$ cat config.mk
export PLATFORM = sky130hd
export DESIGN_NAME = touch_tap_swipe_classifier_core
export DESIGN_NICKNAME = d
export VERILOG_FILES = /design/src/ttsc_pkg.sv /design/src/ttsc_cfg_regs.sv /design/src/ttsc_classify.sv /design/src/touch_tap_swipe_classifier_core.sv
export SDC_FILE = /design/constraint.sdc
export NUM_CORES = 1
export LEC_CHECK = 0
export BUFFER_PORTS_ARGS = -buffer_cell sky130_fd_sc_hd__clkbuf_2
export CORE_MARGIN = 5
export CORE_UTILIZATION = 60
export DETAILED_ROUTE_END_ITERATION = 8
export GPL_ROUTABILITY_DRIVEN = 0
export PLACE_DENSITY = 0.77
export RECOVER_POWER = 50
export SYNTH_ARGS = -nofsm -noshare
export SYNTH_HDL_FRONTEND = slang
export SYNTH_SLANG_ARGS = --single-unit
$ cat constraint.sdc
create_clock -name clk -period 8.48 [get_ports clk]
set_clock_uncertainty 0.2 [all_clocks]
set_input_delay 1.696 -clock clk [delete_from_list [all_inputs] [get_ports clk]]
set_output_delay 1.696 -clock clk [all_outputs]
set_load 0.02 [all_outputs]
$ cat src/ttsc_pkg.sv
// Shared types, constants and width helpers for the tap/swipe classifier.
package ttsc_pkg;

  localparam int COORD_BITS_DEF = 12;
  localparam int THR_BITS       = 12;
  localparam int HOLD_BITS      = 16;
  localparam int TIME_BITS      = 32;
  localparam int CFG_IDX_BITS   = 3;
  localparam int CFG_DATA_BITS  = 16;

  localparam logic [CFG_IDX_BITS-1:0] REG_ENABLE       = 3'd0;
  localparam logic [CFG_IDX_BITS-1:0] REG_SWIPE_MIN    = 3'd1;
  localparam logic [CFG_IDX_BITS-1:0] REG_AXIS_MARGIN  = 3'd2;
  localparam logic [CFG_IDX_BITS-1:0] REG_TAP_MAX_MOVE = 3'd3;
  localparam logic [CFG_IDX_BITS-1:0] REG_TAP_MIN_HOLD = 3'd4;

  localparam logic [THR_BITS-1:0]  SWIPE_MIN_RST    = 12'd40;
  localparam logic [THR_BITS-1:0]  AXIS_MARGIN_RST  = 12'd8;
  localparam logic [THR_BITS-1:0]  TAP_MAX_MOVE_RST = 12'd16;
  localparam logic [HOLD_BITS-1:0] TAP_MIN_HOLD_RST = 16'd12;

  localparam logic signed [1:0] DIR_NONE = 2'sb00;
  localparam logic signed [1:0] DIR_POS  = 2'sb01;
  localparam logic signed [1:0] DIR_NEG  = 2'sb11;

  typedef enum logic [1:0] {
    EV_NONE  = 2'd0,
    EV_TAP   = 2'd1,
    EV_SWIPE = 2'd2
  } event_kind_t;

  typedef struct packed {
    logic                 enable;
    logic [THR_BITS-1:0]  swipe_min_distance;
    logic [THR_BITS-1:0]  axis_margin;
    logic [THR_BITS-1:0]  tap_max_move;
    logic [HOLD_BITS-1:0] tap_min_hold_ms;
  } cfg_t;

  // Stream widths, rounded up to whole bytes.
  function automatic int in_data_bits(input int cb);
    return ((2 * cb + TIME_BITS + 7) / 8) * 8;
  endfunction

  function automatic int out_data_bits(input int cb);
    return ((4 * cb + 6 + 7) / 8) * 8;
  endfunction

endpackage

$ cat src/ttsc_cfg_regs.sv
// Configuration register file for the tap/swipe classifier.
module ttsc_cfg_regs (
  input  logic                               clk,
  input  logic                               rst,
  input  logic                               cfg_valid,
  output logic                               cfg_ready,
  input  logic [ttsc_pkg::CFG_IDX_BITS-1:0]  cfg_index,
  input  logic [ttsc_pkg::CFG_DATA_BITS-1:0] cfg_data,
  output ttsc_pkg::cfg_t                     cfg
);
  import ttsc_pkg::*;

  assign cfg_ready = 1'b1;

  always_ff @(posedge clk) begin
    if (rst) begin
      cfg.enable             <= 1'b0;
      cfg.swipe_min_distance <= SWIPE_MIN_RST;
      cfg.axis_margin        <= AXIS_MARGIN_RST;
      cfg.tap_max_move       <= TAP_MAX_MOVE_RST;
      cfg.tap_min_hold_ms    <= TAP_MIN_HOLD_RST;
    end else if (cfg_valid && cfg_ready) begin
      unique case (cfg_index)
        REG_ENABLE:       cfg.enable             <= cfg_data[0];
        REG_SWIPE_MIN:    cfg.swipe_min_distance <= cfg_data[THR_BITS-1:0];
        REG_AXIS_MARGIN:  cfg.axis_margin        <= cfg_data[THR_BITS-1:0];
        REG_TAP_MAX_MOVE: cfg.tap_max_move       <= cfg_data[THR_BITS-1:0];
        REG_TAP_MIN_HOLD: cfg.tap_min_hold_ms    <= cfg_data[HOLD_BITS-1:0];
        default: ;
      endcase
    end
  end

endmodule

$ cat src/ttsc_classify.sv
// Press state and single-pass gesture classification for one poll.
module ttsc_classify #(
  parameter int COORD_BITS = ttsc_pkg::COORD_BITS_DEF
) (
  input  logic                                           clk,
  input  logic                                           rst,
  input  ttsc_pkg::cfg_t                                 cfg,
  input  logic                                           fire,
  input  logic                                           touched,
  input  logic [COORD_BITS-1:0]                          touch_x,
  input  logic [COORD_BITS-1:0]                          touch_y,
  input  logic [ttsc_pkg::TIME_BITS-1:0]                 now_ms,
  output ttsc_pkg::event_kind_t                          kind,
  output logic [ttsc_pkg::out_data_bits(COORD_BITS)-1:0] res_data
);
  import ttsc_pkg::*;

  localparam int OUT_BITS = out_data_bits(COORD_BITS);
  localparam int CW       = (COORD_BITS > THR_BITS) ? COORD_BITS : THR_BITS;
  localparam int SW       = CW + 1;

  logic                  pressed, pressed_next;
  logic                  swipe_latch, swipe_latch_next;
  logic                  live_flag, live_flag_next;
  logic [COORD_BITS-1:0] start_x, start_x_next, start_y, start_y_next;
  logic [COORD_BITS-1:0] last_x, last_x_next, last_y, last_y_next;
  logic [TIME_BITS-1:0]  press_time, press_time_next;

  logic [COORD_BITS-1:0] ax, ay, sx, sy, adx, ady;
  logic [SW-1:0]         adx_w, ady_w, smd_w, mg_w, tmm_w;
  logic [TIME_BITS-1:0]  held_ms;
  logic                  new_press, x_far, y_far, x_swipe, y_swipe, tap_ok;
  logic [COORD_BITS-1:0] tap_x, tap_y;
  logic signed [1:0]     sdx, sdy;

  // One pair of subtractors serves both the live latch test and the release test.
  assign new_press = touched && !pressed;
  assign ax  = touched ? touch_x : last_x;
  assign ay  = touched ? touch_y : last_y;
  assign sx  = new_press ? touch_x : start_x;
  assign sy  = new_press ? touch_y : start_y;
  assign adx = (ax >= sx) ? ax - sx : sx - ax;
  assign ady = (ay >= sy) ? ay - sy : sy - ay;

  assign adx_w = SW'(adx);
  assign ady_w = SW'(ady);
  assign smd_w = SW'(cfg.swipe_min_distance);
  assign mg_w  = SW'(cfg.axis_margin);
  assign tmm_w = SW'(cfg.tap_max_move);

  assign x_far   = adx_w >= smd_w;
  assign y_far   = ady_w >= smd_w;
  assign x_swipe = x_far && (adx_w > ady_w + mg_w);
  assign y_swipe = y_far && (ady_w > adx_w + mg_w);
  assign held_ms = now_ms - press_time;
  assign tap_ok  = (held_ms >= TIME_BITS'(cfg.tap_min_hold_ms)) &&
                   (adx_w <= tmm_w) && (ady_w <= tmm_w);

  always_comb begin
    pressed_next     = pressed;
    swipe_latch_next = swipe_latch;
    live_flag_next   = live_flag;
    start_x_next     = start_x;
    start_y_next     = start_y;
    last_x_next      = last_x;
    last_y_next      = last_y;
    press_time_next  = press_time;
    kind             = EV_NONE;
    tap_x            = '0;
    tap_y            = '0;
    sdx              = DIR_NONE;
    sdy              = DIR_NONE;
    if (cfg.enable) begin
      if (touched) begin
        last_x_next    = touch_x;
        last_y_next    = touch_y;
        live_flag_next = 1'b1;
        pressed_next   = 1'b1;
        start_x_next   = sx;
        start_y_next   = sy;
        if (new_press) begin
          press_time_next = now_ms;
        end
        // a fresh press starts with the latch clear
        swipe_latch_next = (swipe_latch && !new_press) || (x_far && (adx > ady));
      end else begin
        live_flag_next = 1'b0;
        if (pressed) begin
          pressed_next     = 1'b0;
          swipe_latch_next = 1'b0;
          priority if (x_swipe) begin
            kind = EV_SWIPE;
            sdx  = (last_x < start_x) ? DIR_NEG : DIR_POS;
          end else if (y_swipe) begin
            kind = EV_SWIPE;
            sdy  = (last_y < start_y) ? DIR_NEG : DIR_POS;
          end else if (tap_ok) begin
            kind  = EV_TAP;
            tap_x = last_x;
            tap_y = last_y;
          end else begin
            // ambiguous release
            kind = EV_NONE;
          end
        end
      end
    end
  end

  assign res_data = OUT_BITS'({swipe_latch_next, last_y_next, last_x_next, live_flag_next,
                               sdy, sdx, tap_y, tap_x});

  always_ff @(posedge clk) begin
    if (rst) begin
      pressed     <= 1'b0;
      swipe_latch <= 1'b0;
      live_flag   <= 1'b0;
      start_x     <= '0;
      start_y     <= '0;
      last_x      <= '0;
      last_y      <= '0;
      press_time  <= '0;
    end else if (fire) begin
      pressed     <= pressed_next;
      swipe_latch <= swipe_latch_next;
      live_flag   <= live_flag_next;
      start_x     <= start_x_next;
      start_y     <= start_y_next;
      last_x      <= last_x_next;
      last_y      <= last_y_next;
      press_time  <= press_time_next;
    end
  end

endmodule

$ cat src/touch_tap_swipe_classifier_core.sv
// Touch tap/swipe classifier: an input beat passes the input register, then the
// result register, before it leaves as a result beat. One poll accepted per cycle
// while m_tready holds, with one result per poll; the press-state update and
// classification sit in a single pass between the two registers. A stalled result
// register holds the input register, which then holds s_tready low. Reset empties
// both registers, clears the press state and restores the configuration defaults.
module touch_tap_swipe_classifier_core #(
  parameter int COORD_BITS = ttsc_pkg::COORD_BITS_DEF
) (
  input  logic                                           clk,
  input  logic                                           rst,
  input  logic                                           s_tvalid,
  output logic                                           s_tready,
  // touch_x, touch_y, now_ms
  input  logic [ttsc_pkg::in_data_bits(COORD_BITS)-1:0]  s_tdata,
  // touched
  input  logic                                           s_tuser,
  output logic                                           m_tvalid,
  input  logic                                           m_tready,
  // tap_x, tap_y, swipe_dir_x, swipe_dir_y, live, point_x, point_y, swiping
  output logic [ttsc_pkg::out_data_bits(COORD_BITS)-1:0] m_tdata,
  // event_kind
  output ttsc_pkg::event_kind_t                          m_tuser,
  input  logic                                           cfg_valid,
  output logic                                           cfg_ready,
  input  logic [ttsc_pkg::CFG_IDX_BITS-1:0]              cfg_index,
  input  logic [ttsc_pkg::CFG_DATA_BITS-1:0]             cfg_data
);
  import ttsc_pkg::*;

  localparam int OUT_BITS = out_data_bits(COORD_BITS);

  cfg_t                  cfg;
  logic                  in_valid;
  logic                  in_touched;
  logic [COORD_BITS-1:0] in_x, in_y;
  logic [TIME_BITS-1:0]  in_now;
  logic                  s_fire, advance;
  event_kind_t           kind;
  logic [OUT_BITS-1:0]   res_data;

  assign advance  = in_valid && (!m_tvalid || m_tready);
  assign s_tready = !in_valid || advance;
  assign s_fire   = s_tvalid && s_tready;

  ttsc_cfg_regs u_cfg (
    .clk       (clk),
    .rst       (rst),
    .cfg_valid (cfg_valid),
    .cfg_ready (cfg_ready),
    .cfg_index (cfg_index),
    .cfg_data  (cfg_data),
    .cfg       (cfg)
  );

  ttsc_classify #(
    .COORD_BITS (COORD_BITS)
  ) u_classify (
    .clk      (clk),
    .rst      (rst),
    .cfg      (cfg),
    .fire     (advance),
    .touched  (in_touched),
    .touch_x  (in_x),
    .touch_y  (in_y),
    .now_ms   (in_now),
    .kind     (kind),
    .res_data (res_data)
  );

  always_ff @(posedge clk) begin
    if (rst) begin
      in_valid <= 1'b0;
      m_tvalid <= 1'b0;
    end else begin
      if (s_fire) begin
        in_valid <= 1'b1;
      end else if (advance) begin
        in_valid <= 1'b0;
      end
      if (advance) begin
        m_tvalid <= 1'b1;
      end else if (m_tready) begin
        m_tvalid <= 1'b0;
      end
    end
  end

  always_ff @(posedge clk) begin
    if (s_fire) begin
      in_touched <= s_tuser;
      in_x       <= s_tdata[COORD_BITS-1:0];
      in_y       <= s_tdata[2*COORD_BITS-1:COORD_BITS];
      in_now     <= s_tdata[2*COORD_BITS+TIME_BITS-1:2*COORD_BITS];
    end
    if (advance) begin
      m_tdata <= res_data;
      m_tuser <= kind;
    end
  end

endmodule

# Word-level counts from Yosys, hierarchy flattened
# Cells that the tools add are included.
totals:
  reg_bits: 251
  inputBits: 81
  output_inout_bits: 61
  wordCells: 107
op_classes:
  n_addsub: 7
  order_cmp: 12
  eq_ne: 4
  mux: 22
  bitwise: 5
  reduce_logical: 32
ops:
  columns: ["operator", "n"]
  rows:
  - ["$mux 12", 8]
  - ["$ge 12x12->1", 4]
  - ["$sub 12x12->12", 4]
  - ["$ge 32x16->1", 1]
  - ["$sub 32x32->32", 1]
  - ["$add 12x12->13", 2]
  - ["$gt 12x13->1", 2]
  - ["$le 12x12->1", 2]
  - ["$lt 12x12->1", 2]
  - ["$gt 12x12->1", 1]
  - ["$reduce_and 2->1", 6]
  - ["$mux 1", 10]
  - ["$reduce_or 5->1", 2]
  - ["$logic_and 1x1->1", 9]
  - ["$mux 2", 4]
  - ["$eq 3x2->1 const B", 2]
  - ["$reduce_or 6->1", 1]
  - ["$not 1->1", 5]
  - ["$logic_not 1->1", 4]
  - ["$reduce_and 4->1", 1]
  - ["$reduce_bool 2->1", 2]
  - ["$reduce_or 4->1", 1]
  - ["$eq 3x1->1 const B", 1]
  - ["$eq 3x3->1 const B", 1]
  - ["4 further kinds", 6]

# Depth between registers and ports, before layout
# Gate-level depths: netlist of run 1.
logic_depth:
  depth_word: 11
  ltp_mapped: 36
  mapped_depth_nobuf: 33

# By module
# From an unflattened synthesis of run 1, not the netlist that was laid out.
unflattened:
  hier_cells: 1919
  hier_area_um2: 17478.0
modules_own_cells:
  columns: ["module", "n_inst", "cells_each", "area_each_um2", "seq_area_each_um2"]
  rows:
  - ["ttsc_classify", 1, 1592, 11706.2, 1661.6]
  - ["touch_tap_swipe_classifier_core", 1, 125, 3557.2, 3493.4]
  - ["ttsc_cfg_regs", 1, 202, 2214.6, 1061.0]

# Least setup slack after synthesis of run 1
# No wires, ideal clock.
synth_path:
  kind: "flip-flop to flip-flop"
  start: "register in_touched"
  end: "register m_tdata[0] (netlist name) (data pin)"
  setup_ns: 0.280
  t_arrival_ns: 7.186
  required_time_ns: 8.000
  slack_ns: 0.814
  path_stages_with_launch: 34
  n_path_buf: 6
  period_less_slack_ns: 7.666
  path_cell_list: "edfxtp_1 > clkbuf_1 > nor2b_1 > clkbuf_1 > clkbuf_1 > a21oi_1 > ha_1 > clkbuf_1 > nand2_1 > o21ai_0 > a31o_2 > o22ai_1 > o21ai_1 > clkbuf_1 > mux2_2 > ha_1 > a21o_1 > a21oi_1 > o21ai_0 > a21oi_1 > nor2b_1 > o2111ai_1 > nand3_1 > o41ai_1 > xor2_1 > ha_1 > nand3_1 > nor3_1 > nor3_1 > and3_1 > o21ai_0 > o21ai_1 > clkbuf_1 > nor4b_2"
synth_via:
  elab_chain_len: 9
  elab_cells_between_ends: 27
  cone_classes: "add/sub (6); order compare (8); mux (6); bitwise (1); reduce/logical (6)"
synth_lines:
  columns: ["element", "line_no", "text"]
  rows:
  - ["from (decl)", "touch_tap_swipe_classifier_core.sv:35", "logic in_touched;"]
  - ["from (signal assigned)", "touch_tap_swipe_classifier_core.sv:91", "in_touched <= s_tuser;"]
  - ["branches (longest 8 deep; another with $add 12x12->13)", null, null]
  - ["$reduce_or 6->1 (no line) (*)", null, null]
  - ["to (signal assigned)", "touch_tap_swipe_classifier_core.sv:97", "m_tdata <= res_data;"]
  - ["to (decl)", "touch_tap_swipe_classifier_core.sv:21", "output logic [ttsc_pkg::out_data_bits(COORD_BITS)-1:0] m_tdata,"]
# Mark *: on every way between the ends.
# A chain may end at the register's enable or synchronous reset.

# Worst setup path in the final report of run 1
layout_path:
  start: "register u_classify.pressed"
  end: "register m_tdata[27] (netlist name) (data pin)"
layout_via:
  elab_cells_between_ends: 23
  cone_classes: "add/sub (6); order compare (6); mux (4); bitwise (2); reduce/logical (5)"
layout_rtl:
  columns: ["element", "line_no", "text"]
  rows:
  - ["from (decl)", "ttsc_classify.sv:22", "logic pressed, pressed_next;"]
  - ["from (signal assigned)", "ttsc_classify.sv:124", "pressed <= pressed_next;"]
  - ["$logic_not 1->1 (*)", "ttsc_classify.sv:37", "assign new_press = touched && !pressed;"]
  - ["$logic_and 1x1->1 (*)", "ttsc_classify.sv:37", null]
  - ["$mux 12 (*)", "ttsc_classify.sv:41", "assign sy = new_press ? touch_y : start_y;"]
  - ["named net u_classify.sy[0]", "ttsc_classify.sv:29", "logic [COORD_BITS-1:0] ax, ay, sx, sy, adx, ady;"]
  - ["$sub 12x12->12 / $ge 12x12->1 (equally long branches)", "ttsc_classify.sv:43", "assign ady = (ay >= sy) ? ay - sy : sy - ay;"]
  - ["$mux 12 (*)", "ttsc_classify.sv:43", null]
  - ["$add 12x12->13, or another cell as far along", "ttsc_classify.sv:53", "assign x_swipe = x_far && (adx_w > ady_w + mg_w);"]
  - ["$gt 12x13->1 / $logic_and 1x1->1 (equally long branches)", "ttsc_classify.sv:53, ttsc_classify.sv:54", null]
  - ["$logic_and 1x1->1 / $not 1->1 (equally long branches)", null, null]
  - ["$reduce_or 5->1 (no line) (*)", null, null]
# The timed path passes the listed nets; every way through them passes the cells marked *.

==> impl_metrics.ini, run 1 <==
[outcome]
run_status = complete, but fails checks
violations = max-capacitance violations, max-slew violations

[global_route]
grt_first_pass_wirelength_um = 69200
antenna_found_initial = 0
grt-ovfl-total = 0
grt_max_degree = 85
first_global_vias = 14100
grt_usage = 0.252

[synthesis]
netlist_instances = 1914
synth_largest_area_cell = edfxtp_1
netlist.area_leader.share = 0.196
synthArstFlopShare = 0
synth_edf_count = 113
synth_top_flop_cell = dfxtp_1
synth_area_um2 = 17300
avgSynthCellArea_um2 = 9.03
seq_area_frac_synth = 0.356
synth_warnings = 0
synth.most_common_cell = nand2_1
yosysUniqueCellTypes = 81
yosys-top-cells-count = nand2_1 (251), ha_1 (223), a21oi_1 (203), inv_1 (172), dfxtp_1 (138)
ys_top_cells_by_area = edfxtp_1 (20%), ha_1 (16%), dfxtp_1 (16%), a21oi_1 (5.9%), nand2_1 (5.5%)
yosys_register_bits = 251

[clock_tree]
clk_pin_slew_ns = 0.06
post_cts_buffers = 0
clock_latency_ns = 0.55
htree_levels = 1
clock-root-buffer = clkbuf_16
numCtsBuffers = 27
numClockSinks = 251
tritoncts = done
cts_buffer_depth = 3

[placement]
preCtsSetupSlack_ns = 0.436
dp.final_hpwl_um = 31900
io_buffer_count = 138

[layout]
antenna_cells = 0
drive_gt1_frac = 0.112
fillCellCount = 2323
multi_input_area_um2 = 10200
synthToLayoutAreaGrowth_pct = 10.5
final_core_util = 0.669
final_nets = 2333
regArea_um2 = 6160

[floorplanning]
die_h_um = 180
die_area_um2 = 32300
io_pins = 142
chipWidth_um = 180
initial_core_util = 0.605
std_cell_rows = 62
core_um2 = 28500

[timing]
setup_viol = 0
slew_headroom = -1.41
finalHoldViolCount = 0
rsz0062_at_grt = false
min_period_over_period = 0.931
timing.fmax_mhz = 127
tightest_slew_ns = 3.62
finalWorstSetupSlack_ns = 0.588
report.final.slew_viol_count = 226
tns_ns = 0
period_minus_slack_ns = 7.89

[setup_path]
endpoint_kind = flop
crit_slowest_cell = xnor2_2
cp_data_required_time_ns = 8.53
crit_path_start_kind = flop
critPathKind = flop to flop
cp_max_fo = 35
crit_arrival_ns = 7.94
cpPeakStageDelay_ns = 0.43

[run]
drv_cap = 4

[power_and_ir_drop]
p_leak_nw = 7.78
power_frac_seq = 0.359
clockPowerShare = 0.310
peakVddDrop_mv = 0.174
power.density_nw_per_um2 = 193
switching_share = 0.331
power.switching_mw = 1.22
internal_power_mw = 2.47
combPwrFrac = 0.332

[drt]
wirelength_um = 42100
avgRoutedWirePerCell_um = 17.4
vias = 14200
drtIter0Drc = 976
drcViolationCount = 0
vias_per_cell = 5.86
drt_pass1_iterations = 7
drt.antenna.violating_nets = 0

[worst_hold_path]
hp-class = flop to flop
[sequential cells by signal, indices dropped and copies added, names as in the netlist, 2 cells and up]
signal	cells
u_classify.last_x	12
u_cfg.cfg	53
u_classify.start_x	12
in_now	32
in_y	12
in_x	12
m_tdata	54
u_classify.last_y	12
m_tuser	2
u_classify.start_y	12
u_classify.press_time	32
[worst max-delay path, delay by kind of cell (launching register included)]
kind,cells,cell delay [ns]
xor+xnor,2,0.61
mux,2,0.34
compound gates,14,2.73
fa+ha+maj,4,1.17
buf+inv,5,1.07
flops,1,0.38
simple gates,7,1.05
[power groups by stage]
stage	Combinational [mW]	Clock (mW)	Sequential (mW)
after global routing	1.36	1.22	1.32
after floorplan	0.856	0	1.35
final	1.22	1.14	1.32
after global placement	1.15	0	1.35
after detailed placement	1.20	0	1.35
after CTS	1.21	1.16	1.32
[worst paths after layout]
check / start / endpoint / slack [ns] / cells past startpoint
worst max-delay path: u_classify.pressed / m_tdata[27] / 0.59 / 34
worst min-delay path: u_classify.press_time[29] / u_classify.press_time[29] / 0.25 / 2
worst max register to register: u_classify.pressed / m_tdata[27] / 0.59 / 34
worst min register to register: u_classify.press_time[29] / u_classify.press_time[29] / 0.25 / 2
[cells in the final DEF, fill, tap and decap left out, types with 8 or more instances in the layout]
cell type,synthesis,final
nand2_1,251,251
ha_1,223,223
a21oi_1,203,203
inv_1,172,172
dfxtp_1,138,138
nor2_1,119,118
edfxtp_1,113,113
clkbuf_2,0,96
o21ai_0,61,61
a21o_1,49,49
clkbuf_1,62,49
mux2i_1,44,44
a211oi_1,34,34
xnor2_1,35,34
clkbuf_16,0,29
nand4_1,28,28
mux2_2,42,27
nand3_1,26,26
xor2_1,26,26
nor2b_1,26,25
nand2b_1,23,23
nor4b_2,20,20
o21a_1,19,19
nor3_1,18,18
buf_4,4,18
mux2_1,0,15
o21bai_1,9,9
o2111ai_1,8,8
[metrics by stage]
stage | hold slack [ns] | instance area [um^2] | std cells | total power, mW
floorplan | 0.236 | 17300 | 1915 | 2.20
finish | 0.255 | 19100 | 2427 | 3.69
global route | 0.269 | 19100 | 2427 | 3.90
CTS | 0.255 | 19200 | 2427 | 3.69
global placement | 0.242 | 18300 | 2377 | 2.49
detailed placement | 0.247 | 18300 | 2377 | 2.54
[layer usage]
metal	track usage	share of wire
met1	0.303	0.41
met3	0.0289	0.051
met2	0.462	0.50
met4	0.0951	0.041
met5	0	0
[layout make-up]
type	count	share of cell area
multi-input combinational	1411	0.532
sequential	251	0.322
timing repair buffer	159	0.0415
clock buffer	37	0.0411
inverter	172	0.0338
tap	384	0.0252
clock inverter	13	0.00459
[timing repair]
item,in CTS,in global routing
resized for setup,0,2
endpoints found under the setup margin,0,27
hold buffers,0,0
[logic make-up (layout without fill, tap and decap cells)]
kind of cell / count (synthesis) / after routing / share of synthesized area
AND/OR/NAND/NOR: 567 / 567 / 0.163
AO/OA/AOI/OAI: 464 / 464 / 0.170
buffers and inverters: 253 / 381 / 0.0576
flip-flops: 251 / 251 / 0.356
adder cells (fa/ha/maj): 230 / 230 / 0.170
multiplexers: 86 / 86 / 0.0529
XOR/XNOR: 61 / 61 / 0.0309
other: 2 / 3 / 0.000435
(Power assumes the default switching activity.)
==> run 2, diff against run 1 <==
Settings changed: CELL_PAD_IN_SITES_DETAIL_PLACEMENT from default to 1, CELL_PAD_IN_SITES_GLOBAL_PLACEMENT from default to 1, CORE_UTILIZATION 60 to 47, PLACE_DENSITY 0.77 to 0.78, RECOVER_POWER 50 to 100.
==> impl_metrics.ini, run 2 (synthesis results as in run 1) <==
[timing]
rsz0062_at_grt = false
setup_viol = 0
finalHoldViolCount = 0
finalWorstSetupSlack_ns = 0.403
period_minus_slack_ns = 8.08
report.final.slew_viol_count = 355
timing.fmax_mhz = 124
tightest_slew_ns = 4.55
slew_headroom = -2.03
min_period_over_period = 0.952
tns_ns = 0

[layout]
layout_common_cells = nand2_1 (251), ha_1 (223), a21oi_1 (203)
final_core_util = 0.525
antenna_cells = 0
reg_top3 = m_tdata: 54 flops, u_cfg.cfg: 53 flops
drive_gt1_frac = 0.0892
final_common_cell = nand2_1
largest_reg_flops = 54
fillCellCount = 4290
final_nets = 2340
synthToLayoutAreaGrowth_pct = 10.8
top_register = m_tdata

[drt]
drcViolationCount = 0
vias_per_cell = 5.77
wirelength_um = 51600
drtIter0Drc = 633
avgRoutedWirePerCell_um = 20.5
drt_pass1_iterations = 5
drt.antenna.violating_nets = 0
vias = 14500

[global_route]
grt_max_degree = 86
first_global_vias = 15600
antenna_found_initial = 0
grt_first_pass_wirelength_um = 82500
grt-ovfl-total = 0
grt_usage = 0.247

[setup_path]
cp_max_fo = 32
cpPeakStageDelay_ns = 0.58
crit_path_frequent_cell = o21ai_0
endpoint_kind = flop
crit_path_start_kind = flop
r2r_start = u_classify.pressed
crit_arrival_ns = 8.21
cp_data_required_time_ns = 8.62
reg2regPathDepth = 34
rrSetupSlack_ns = 0.40
crit_slowest_cell = xnor2_1
timing.rr.end = m_tdata[17]
critPathKind = flop to flop

[floorplanning]
die_area_um2 = 40700
initial_core_util = 0.474
die_h_um = 202
io_pins = 142
chipWidth_um = 202
core_um2 = 36400
std_cell_rows = 70

[outcome]
violations = max-capacitance violations, max-slew violations
run_status = complete, but fails checks

[worst_hold_path]
worstHoldPathCells = 2
holdCritStartpoint = u_classify.press_time[13]
hp-class = flop to flop
min_to = u_classify.press_time[13]

[power_and_ir_drop]
peakVddDrop_mv = 0.145
power.density_nw_per_um2 = 199
p_total_mw = 3.80
p_leak_nw = 7.73

[run]
drv_cap = 6

[clock_tree]
clk_pin_slew_ns = 0.06
post_cts_buffers = 0
clock-root-buffer = clkbuf_16
tritoncts = done
numClockSinks = 251
cts_buffer_depth = 3
numCtsBuffers = 29
clock_latency_ns = 0.57
htree_levels = 1

[placement]
dp.final_hpwl_um = 40100
io_buffer_count = 138
preCtsSetupSlack_ns = 0.512
[run 2: cell count changes in the layout (fill, tap and decap cells not counted), sizes merged]
cell / delta
clkbuf: +11
clkinv: -3
buf: +2
clkinvlp: -2
bufinv: +1
[run 2: layer usage]
metal / share of wire / GRT usage / vias up
met5: 0 / 0 / -
met4: 0.041 / 0.0916 / 0
met3: 0.040 / 0.0353 / 139
met2: 0.50 / 0.453 / 307
met1: 0.42 / 0.291 / 7090
li1: - / - / 7011
[run 2: critical path: cells and delay by family (launching register included)]
family / cells / cell delay [ns]
buffers and inverters: 6 / 1.08
AOI/OAI and AO/OA: 13 / 2.53
xor gates and xnor gates: 2 / 0.72
adders and majority gates: 4 / 1.27
muxes: 1 / 0.20
DFF: 1 / 0.39
and+or+nand+nor: 8 / 1.39
[run 2: layout make-up]
| cell class | count | area [um^2] | share of cell area |
|---|---|---|---|
| multi-input cells | 1411 | 10000 | 0.524 |
| flip-flops and latches | 251 | 6160 | 0.322 |
| clock buffers | 45 | 846 | 0.0442 |
| repair buffers | 164 | 782 | 0.0408 |
| inverters | 172 | 646 | 0.0337 |
| well taps | 468 | 586 | 0.0306 |
| clock inverters | 9 | 88.8 | 0.00464 |
[run 2: worst max path at each step]
stage / to / slack, ns / start / depth (start not counted)
after detailed placement: m_tdata[27] / 0.51 / u_classify.pressed / 34
after CTS: m_tdata[27] / 0.46 / in_touched / 27
after global routing: m_tdata[27] / 0.01 / in_touched / 27
after global placement: m_tdata[27] / 0.98 / in_touched / 27
after floorplan: m_tdata[0] / 0.81 / in_touched / 33
final: m_tdata[17] / 0.40 / u_classify.pressed / 34
[run 2: power by group]
group	internal, mW	switching (mW)	total, mW
Sequential	1.30	0.0240	1.33
Clock	0.718	0.509	1.23
Combinational	0.518	0.735	1.25
[run 2: repair_timing]
| action | in CTS | in global routing |
|---|---|---|
| endpoints found under the setup margin | 0 | 28 |
| hold buffers | 0 | 0 |
| gates resized for setup | 0 | 3 |
[run 2: metrics by stage]
stage / instances / hold slack [ns] / instance area [um^2]
CTS: 2520 / 0.256 / 19400
floorplan: 1915 / 0.236 / 17300
global route: 2520 / 0.274 / 19100
global placement: 2466 / 0.242 / 18400
finish: 2520 / 0.255 / 19100
detailed placement: 2466 / 0.247 / 18400
